===== config.mk =====
export PLATFORM = sky130hd
export DESIGN_NAME = roulette_wheel_selector
export DESIGN_NICKNAME = d
export VERILOG_FILES = /design/src/hdl/rws_pkg.sv /design/src/hdl/rws_ram.sv /design/src/hdl/roulette_wheel_selector.sv
export SDC_FILE = /design/constraint.sdc
export NUM_CORES = 1
export LEC_CHECK = 0
export ABC_AREA = 0
export BUFFER_PORTS_ARGS = -buffer_cell sky130_fd_sc_hd__buf_2
export CAP_MARGIN = 20
export CORE_ASPECT_RATIO = 0.9
export CORE_MARGIN = 10
export CORE_UTILIZATION = 57
export DETAILED_ROUTE_END_ITERATION = 10
export GPL_ROUTABILITY_DRIVEN = 0
export PLACE_DENSITY = 0.86
export SYNTH_ARGS = -nofsm -noshare
export SYNTH_HDL_FRONTEND = slang
export SYNTH_HIERARCHICAL = 1
export SYNTH_SLANG_ARGS = --single-unit

===== constraint.sdc =====
create_clock -name aclk -period 6.6 [get_ports aclk]
set_input_delay 0.66 -clock aclk [delete_from_list [all_inputs] [get_ports aclk]]
set_output_delay 0.66 -clock aclk [all_outputs]
set_load 0.01 [all_outputs]

===== src/hdl/rws_pkg.sv =====
// Package for the roulette wheel selector: sequencer state type, field widths
// and fixed constants shared by the top level and the testbench.
// No dependencies.
`default_nettype none

package rws_pkg;

    localparam int unsigned FUNC_W    = 1;
    localparam int unsigned INDEX_W   = 5;
    localparam int unsigned WEIGHT_W  = 8;
    localparam int unsigned PERCENT_W = 7;
    localparam int unsigned POP_W     = 6;
    localparam int unsigned TOTAL_W   = 13;
    localparam int unsigned TARGET_W  = PERCENT_W + TOTAL_W;

    localparam logic [POP_W-1:0]     POP_RESET    = 6'd20;
    localparam logic [PERCENT_W-1:0] PERCENT_FULL = 7'd100;

    localparam logic [FUNC_W-1:0] FUNC_WRITE = 1'b0;
    localparam logic [FUNC_W-1:0] FUNC_DRAW  = 1'b1;

    typedef enum logic [1:0] {
        ST_IDLE,
        ST_WR_UPD,
        ST_SCAN,
        ST_DONE
    } rws_state_t;

endpackage

`default_nettype wire


===== src/hdl/rws_ram.sv =====
// Generic single-write, single-read RAM with a registered read port.
// Depends on nothing; used for the weight table.
`default_nettype none

module rws_ram #(
    parameter int unsigned DATA_W = 8,
    parameter int unsigned DEPTH  = 32
) (
    input  wire logic                     aclk,
    input  wire logic                     wr_en,
    input  wire logic [$clog2(DEPTH)-1:0] wr_addr,
    input  wire logic [DATA_W-1:0]        wr_data,
    input  wire logic [$clog2(DEPTH)-1:0] rd_addr,
    output logic      [DATA_W-1:0]        rd_data
);

    logic [DATA_W-1:0] mem [DEPTH];

    always_ff @(posedge aclk) begin
        if (wr_en) begin
            mem[wr_addr] <= wr_data;
        end
        rd_data <= mem[rd_addr];
    end

endmodule

`default_nettype wire


===== src/hdl/roulette_wheel_selector.sv =====
// Roulette wheel selector: weight table, running total and draw sequencer.
// Depends on rws_pkg and rws_ram.
//
// Use: requests arrive on the s_ channel (valid/ready). A write request
// (func 0) stores a weight and updates the running total; it gives no result.
// A draw request (func 1) scans the table from entry 0, one entry per cycle
// through the table RAM's read port, and returns the first entry whose
// running sum reaches draw_percent hundredths of the total on the m_ channel.
// found is 0, with index and weight 0, when no entry qualifies.
// Sequence: a write passes through ST_WR_UPD back to idle. A draw checks up
// to N entries, N being population_size capped at POP_ENTRIES, fewer if an
// early entry qualifies, and none when the total or population is zero.
// The scan rate is set by the single RAM read port and the one accumulator.
// The result sits in an output register; a new request is taken while it
// waits, but a draw that finishes before it is taken holds in its last state.
// Reset: all weights read as zero (per-entry valid flags), total zero,
// population_size 20, output empty. No clearing pass is needed.
// cfg_we writes population_size at once; do so only while the block is idle.
`default_nettype none

module roulette_wheel_selector #(
    parameter int unsigned POP_ENTRIES = 32
) (
    input  wire logic                              aclk,
    input  wire logic                              aresetn,
    input  wire logic                              cfg_we,
    input  wire logic [rws_pkg::POP_W-1:0]         cfg_wdata,
    input  wire logic                              s_valid,
    output logic                                   s_ready,
    input  wire logic [rws_pkg::FUNC_W-1:0]        s_func,
    input  wire logic [rws_pkg::INDEX_W-1:0]       s_entry_index,
    input  wire logic [rws_pkg::WEIGHT_W-1:0]      s_weight,
    input  wire logic [rws_pkg::PERCENT_W-1:0]     s_draw_percent,
    output logic                                   m_valid,
    input  wire logic                              m_ready,
    output logic      [rws_pkg::INDEX_W-1:0]       m_picked_index,
    output logic      [rws_pkg::WEIGHT_W-1:0]      m_picked_weight,
    output logic                                   m_found
);

    localparam int unsigned AW     = $clog2(POP_ENTRIES);
    localparam int unsigned CW     = $clog2(POP_ENTRIES + 1);
    localparam int unsigned SPW    = $clog2(POP_ENTRIES * 255 * 100 + 1);
    localparam int unsigned CMP_W  = (SPW > rws_pkg::TARGET_W) ? SPW : rws_pkg::TARGET_W;

    rws_pkg::rws_state_t state_reg, state_next;

    logic [POP_ENTRIES-1:0]             valid_reg, valid_next;
    logic                               valid_rd_reg;
    logic [rws_pkg::TOTAL_W-1:0]        total_reg, total_next;
    logic [rws_pkg::POP_W-1:0]          pop_reg, pop_next;
    logic [AW-1:0]                      idx_reg, idx_next;
    logic [rws_pkg::WEIGHT_W-1:0]       wt_reg, wt_next;
    logic                               in_range_reg, in_range_next;
    logic [rws_pkg::TARGET_W-1:0]       target_reg, target_next;
    logic [CMP_W-1:0]                   sp_reg, sp_next;
    logic [CW-1:0]                      cnt_reg, cnt_next;
    logic [CW-1:0]                      issue_reg, issue_next;
    logic [CW-1:0]                      chk_reg, chk_next;
    logic                               res_found_reg, res_found_next;
    logic [rws_pkg::INDEX_W-1:0]        res_idx_reg, res_idx_next;
    logic [rws_pkg::WEIGHT_W-1:0]       res_wt_reg, res_wt_next;
    logic                               m_valid_reg, m_valid_next;
    logic [rws_pkg::INDEX_W-1:0]        m_idx_reg, m_idx_next;
    logic [rws_pkg::WEIGHT_W-1:0]       m_wt_reg, m_wt_next;
    logic                               m_found_reg, m_found_next;

    logic                               ram_we;
    logic [AW-1:0]                      rd_addr;
    logic [rws_pkg::WEIGHT_W-1:0]       rd_data;
    logic [rws_pkg::WEIGHT_W-1:0]       rd_weight;
    logic [CW-1:0]                      cnt_sat;
    logic [CMP_W-1:0]                   sp_sum;
    logic                               hit;
    logic                               last;
    logic                               out_free;
    logic                               accept;
    logic                               req_write;

    rws_ram #(
        .DATA_W (rws_pkg::WEIGHT_W),
        .DEPTH  (POP_ENTRIES)
    ) u_table (
        .aclk    (aclk),
        .wr_en   (ram_we),
        .wr_addr (idx_reg),
        .wr_data (wt_reg),
        .rd_addr (rd_addr),
        .rd_data (rd_data)
    );

    // An entry never written since reset reads as zero.
    assign rd_weight = valid_rd_reg ? rd_data : '0;
    assign sp_sum    = sp_reg + CMP_W'(rd_weight) * CMP_W'(rws_pkg::PERCENT_FULL);
    assign hit       = sp_sum >= CMP_W'(target_reg);
    assign last      = chk_reg == (cnt_reg - CW'(1));
    assign out_free  = !m_valid_reg || m_ready;
    assign cnt_sat   = (int'(pop_reg) > int'(POP_ENTRIES)) ? CW'(POP_ENTRIES) : CW'(pop_reg);
    assign req_write = s_func == rws_pkg::FUNC_WRITE;
    assign accept    = s_valid && s_ready;

    // Next-state logic.
    always_comb begin
        state_next = state_reg;
        case (state_reg)
            rws_pkg::ST_IDLE: begin
                if (s_valid) begin
                    if (req_write) begin
                        state_next = rws_pkg::ST_WR_UPD;
                    end else if (total_reg == '0 || cnt_sat == '0) begin
                        state_next = rws_pkg::ST_DONE;
                    end else begin
                        state_next = rws_pkg::ST_SCAN;
                    end
                end
            end
            rws_pkg::ST_WR_UPD: begin
                state_next = rws_pkg::ST_IDLE;
            end
            rws_pkg::ST_SCAN: begin
                if (hit || last) begin
                    state_next = rws_pkg::ST_DONE;
                end
            end
            rws_pkg::ST_DONE: begin
                if (out_free) begin
                    state_next = rws_pkg::ST_IDLE;
                end
            end
            default: begin
                state_next = rws_pkg::ST_IDLE;
            end
        endcase
    end

    // Outputs and datapath.
    always_comb begin
        s_ready        = 1'b0;
        ram_we         = 1'b0;
        rd_addr        = '0;
        valid_next     = valid_reg;
        total_next     = total_reg;
        pop_next       = cfg_we ? cfg_wdata : pop_reg;
        idx_next       = idx_reg;
        wt_next        = wt_reg;
        in_range_next  = in_range_reg;
        target_next    = target_reg;
        sp_next        = sp_reg;
        cnt_next       = cnt_reg;
        issue_next     = issue_reg;
        chk_next       = chk_reg;
        res_found_next = res_found_reg;
        res_idx_next   = res_idx_reg;
        res_wt_next    = res_wt_reg;
        m_valid_next   = m_valid_reg && !m_ready;
        m_idx_next     = m_idx_reg;
        m_wt_next      = m_wt_reg;
        m_found_next   = m_found_reg;

        case (state_reg)
            rws_pkg::ST_IDLE: begin
                s_ready = 1'b1;
                // Writes read the old weight; draws start the scan at entry 0.
                rd_addr = req_write ? AW'(s_entry_index) : '0;
                if (accept) begin
                    idx_next       = AW'(s_entry_index);
                    wt_next        = s_weight;
                    in_range_next  = int'(s_entry_index) < int'(POP_ENTRIES);
                    target_next    = rws_pkg::TARGET_W'(s_draw_percent)
                                     * rws_pkg::TARGET_W'(total_reg);
                    sp_next        = '0;
                    cnt_next       = cnt_sat;
                    issue_next     = CW'(1);
                    chk_next       = '0;
                    res_found_next = 1'b0;
                    res_idx_next   = '0;
                    res_wt_next    = '0;
                end
            end
            rws_pkg::ST_WR_UPD: begin
                if (in_range_reg) begin
                    ram_we              = 1'b1;
                    valid_next[idx_reg] = 1'b1;
                    total_next          = total_reg - rws_pkg::TOTAL_W'(rd_weight)
                                          + rws_pkg::TOTAL_W'(wt_reg);
                end
            end
            rws_pkg::ST_SCAN: begin
                // Read of the next entry overlaps the check of the current one.
                rd_addr    = (issue_reg < cnt_reg) ? issue_reg[AW-1:0] : '0;
                issue_next = issue_reg + CW'(1);
                chk_next   = chk_reg + CW'(1);
                sp_next    = sp_sum;
                if (hit) begin
                    res_found_next = 1'b1;
                    res_idx_next   = rws_pkg::INDEX_W'(chk_reg);
                    res_wt_next    = rd_weight;
                end
            end
            rws_pkg::ST_DONE: begin
                if (out_free) begin
                    m_valid_next = 1'b1;
                    m_idx_next   = res_idx_reg;
                    m_wt_next    = res_wt_reg;
                    m_found_next = res_found_reg;
                end
            end
            default: begin
                s_ready = 1'b0;
            end
        endcase
    end

    always_ff @(posedge aclk) begin
        if (!aresetn) begin
            state_reg   <= rws_pkg::ST_IDLE;
            valid_reg   <= '0;
            total_reg   <= '0;
            pop_reg     <= rws_pkg::POP_RESET;
            m_valid_reg <= 1'b0;
        end else begin
            state_reg   <= state_next;
            valid_reg   <= valid_next;
            total_reg   <= total_next;
            pop_reg     <= pop_next;
            m_valid_reg <= m_valid_next;
        end
        valid_rd_reg  <= valid_reg[rd_addr];
        idx_reg       <= idx_next;
        wt_reg        <= wt_next;
        in_range_reg  <= in_range_next;
        target_reg    <= target_next;
        sp_reg        <= sp_next;
        cnt_reg       <= cnt_next;
        issue_reg     <= issue_next;
        chk_reg       <= chk_next;
        res_found_reg <= res_found_next;
        res_idx_reg   <= res_idx_next;
        res_wt_reg    <= res_wt_next;
        m_idx_reg     <= m_idx_next;
        m_wt_reg      <= m_wt_next;
        m_found_reg   <= m_found_next;
    end

    assign m_valid         = m_valid_reg;
    assign m_picked_index  = m_idx_reg;
    assign m_picked_weight = m_wt_reg;
    assign m_found         = m_found_reg;

    // A miss always carries a zero index and weight.
    a_miss_zero : assert property (@(posedge aclk) disable iff (!aresetn)
        (m_valid && !m_found) |-> (m_picked_index == '0 && m_picked_weight == '0))
        else $error("miss result with non-zero payload");

    // The scan never checks beyond the population.
    a_scan_bound : assert property (@(posedge aclk) disable iff (!aresetn)
        (state_reg == rws_pkg::ST_SCAN) |-> (chk_reg < cnt_reg))
        else $error("scan index beyond population");

    // A finished draw is presented as soon as the output register is free.
    a_done_loads : assert property (@(posedge aclk) disable iff (!aresetn)
        (state_reg == rws_pkg::ST_DONE && out_free) |=> m_valid)
        else $error("finished draw not presented");

endmodule

`default_nettype wire


==> summary.md <==
| Metric | Value |
|---|---|
| Compound-Gate Fraction of Synth Area | 0.0543 |
| Ports | 48 |
| Cells after Synth | around 1,600 |
| 1st-iter DRT viols | 1,383 |
| CTS tree | done |
| Area leader, netlist | edfxtp_1 |
| Overall routing resource usage | 0.214 |
| Htree depth | 2 |
| Critical Path Fanout Max | 14 |
| Main synth FF type | edfxtp_1 |
| Max-cap violations | 0 |
| Final Skew | approximately 0.030 ns |
| Via/cell ratio | 6.14 |
| Worst-path cell chain | and2_1, ha_1, ha_1, inv_1, fa_1, inv_1, ha_1, o21ai_0, a21boi_0, nor2_1, ha_1, nand4_1, nand3b_1, a31oi_1, nor3_1, or4b_1, xnor2_1, ha_1, nand3_1, a211oi_1, a21oi_1, a211oi_2, buf_4 |
| Setup WS pre-CTS | between 0.5 and 0.6 ns |
| CP delay by family, top | adder cells |
| # rows | between 60 and 70 |
| Finished Layout Cells | around 2,100 |
| Count leader, synth | edfxtp_1 |
| Post-synthesis simple-gate area fraction | 0.0927 |
| WP data required | roughly 7 ns |
| TritonCTS buffer count | 41 |
| Post-CTS Setup Bufs | 0 |
| Final setup margin | 0.402 ns |
| Max reg flops | ~260 |
| Hpwl dp | roughly 33,000 µm |
| Die W | roughly 220 µm |
| Crit path capture type | flip-flop |
| Synth top area share | 0.493 |
| Max stage delay on crit path | slightly below 0.6 ns |
| First-pass GRT wire length | 75,600 µm |
| Leak Pwr | 9.01 nW |
| Clock slew at reported path FFs | 0.06 ns |
| Layout area overhead | 9.15% |
| Adder-cell share of the synthesized area | 0.128 |
| Area contributors post-synth | edfxtp_1, mux4_2, ha_1 |
| Arrival time worst endpoint | ~6.4 ns |
| RSZ-0062 raised after global routing | no |
| WP buf/inv | 3 |
| Syn avg cell area | 13.6 µm² |
| Fmax | around 160 MHz |
| Synthesis-stage register bit count | about 420 |
| Max_slew headroom | 0.322 |
| Final Critical Period | 6.20 ns |
| Number of flops mapped to enable cells by yosys | about 350 |
| Largest net degree at the start of global routing | 55 |
| Register area share after synthesis | 0.552 |
| Nets | approximately 1,800 |
| Synthesized Nets | ~1,800 |
| Port bufs | 47 |
| Cell repeated most along the worst path | ha_1 |
| Dpl cells | just over 2,000 |
| HP Class | in -> reg |
| Die area | between 40,000 and 50,000 µm² |
| Synth Area in XOR/XNOR | 0.0281 |
| TNS Setup | 0 ns |
| Number of global-route vias before repair | around 13,000 |
| Routed Antenna Nets | 0 |
| Clk sink count | between 400 and 500 |
| Cell variety after synth | 57 |
| WL/cell | about 23 µm |
| Initial Util | 0.577 |
| Remaining global-route overflow | 0 |
| Synth cell count leaders | edfxtp_1, inv_1, ha_1 |
| Final hold vios | 0 |
| Final setup fails | 0 |
| DR pass1 iterations | 6 |
| Share of layout cells above drive strength 1 | 0.138 |
| Clock Tree Root | clkbuf_16 |
| Slew Limit Fails | 0 |
| Met1 Usage GRT | 0.281 |
| Global routing usage on met3 | 0.0473 |
| Ys Warns | 6 |
| Main combinational cell family by area after synthesis | adder cells |
| Pwr dens | between 300 and 400 nW/µm² |
| # fillers | 2,614 |
| Gr busiest metal | met2 |
| Final wirelength | roughly 49,000 µm |
| Setup CP Type | reg -> reg |
| Ys async rst share | 0 |
| Slowest-stage cell, CP | or4b_1 |
| DRC viols | 0 |
| Worst setup SP type | flip-flop |
| Clock Tree Buf Depth | 3 |
| Fraction of synthesized area in multiplexers | 0.106 |
| Global Route met2 Usage | 0.354 |
| Max VDD drop | ~0.00024 V |
| Synth Cell Area | 21,500 µm² |
| Core ar. | 37,200 µm² |
| Final Cycle Share | 0.939 |
| Chip height | between 200 and 250 µm |
| Status | completed |
| Slew @ Worst Pin | between 1 and 1.5 ns |
| Initial antenna violation count | 1 |
| Clk_lat worst skew | approximately 0.55 ns |
| Via count | approximately 13,000 |
-- where the power goes --
part	internal [W]	leakage (nW)	total, W	switching (W)
logic	0.000820	4.64	0.00192	0.00110
registers	0.00311	3.77	0.00330	0.000188
clock network	0.00124	0.608	0.00219	0.000950
total	0.00517	9.01	0.00740	0.00223
-- cell type report --
| cell class | count | area, µm² | share of cell area |
|---|---|---|---|
| sequential | 416 | 11900 | 0.506 |
| multi-input combinational | 962 | 8810 | 0.376 |
| clock buffer | 59 | 1140 | 0.0484 |
| tap | 483 | 604 | 0.0258 |
| inverter | 138 | 518 | 0.0221 |
| timing repair buffer | 65 | 410 | 0.0175 |
| clock inverter | 15 | 116 | 0.00496 |
| antenna | 1 | 2.50 | 0.000107 |
-- cell usage in the layout, fill, tap and decap left out, types with 6 or more instances in the layout --
master	n
nand3_1	21
clkbuf_16	43
nor3b_1	6
nand4_1	9
fa_1	62
o21ai_0	39
mux2_2	12
a21oi_1	57
nand2_1	108
nor2b_1	30
or3_1	7
xnor2_1	45
a21boi_0	6
o21a_1	17
edfxtp_1	353
inv_1	138
nand3b_1	12
clkinv_2	6
mux4_2	81
nor2_1	95
nor3_1	21
mux2i_1	31
xor2_1	24
a21o_1	23
clkbuf_1	16
dfxtp_1	63
buf_4	15
o21bai_1	6
and2_1	62
ha_1	121
nand2b_1	10
buf_2	47
-- final timing paths --
| check | slack [ns] | depth (start not counted) | from | to |
|---|---|---|---|---|
| max | 0.40 | 23 | valid_rd_reg | res_wt_reg[4] |
| min | 0.28 | 1 | s_weight[3] | wt_reg[3] |
| max reg2reg | 0.40 | 23 | valid_rd_reg | res_wt_reg[4] |
| min reg2reg | 0.42 | 0 | res_wt_reg[1] | m_picked_weight[1] |
-- worst register-to-register path: cells and delay by family (launching register included) --
kind,cells,cell delay (ns)
xor+xnor,1,0.17
buf+inv,3,0.33
simple gates,7,1.56
compound gates,6,1.25
flops,1,0.55
fa+ha+maj,6,2.06
-- metrics by stage --
stage / total power [W] / instance area [µm²] / util / hold WS [ns]
after floorplan: 0.00472 / 21500 / - / 0.400
after global placement: 0.00511 / 22100 / 0.595 / 0.401
after detailed placement: 0.00521 / 22100 / 0.595 / 0.405
after CTS: 0.00741 / 23400 / 0.628 / 0.264
after global routing: 0.00777 / 23500 / 0.630 / 0.266
final: 0.00740 / 23500 / 0.630 / 0.280
-- timing repair --
| item | CTS | global route |
|---|---|---|
| endpoints found under the setup margin | 0 | 14 |
| hold buffers | 0 | 0 |
| resized for setup | 0 | 1 |
-- kinds of logic (layout without fill, tap and decap cells) --
logic type,after synthesis,count (layout)
flip-flops,416,416
AND/OR/NAND/NOR,402,402
buffers and inverters,205,277
AO/OA/AOI/OAI,184,184
adder cells (fa/ha/maj),183,183
multiplexers,124,124
XOR/XNOR,69,69
other,0,1
-- metal layers --
layer  share of wire  vias to the layer above  wire length [µm]
met5               0                        -                 0
met4           0.024                        0              1180
li1                -                     5805                 -
met2            0.48                      701             23700
met1            0.39                     6540             19100
met3            0.10                       85              4980
No activity file was read; power rests on OpenSTA's default activity.
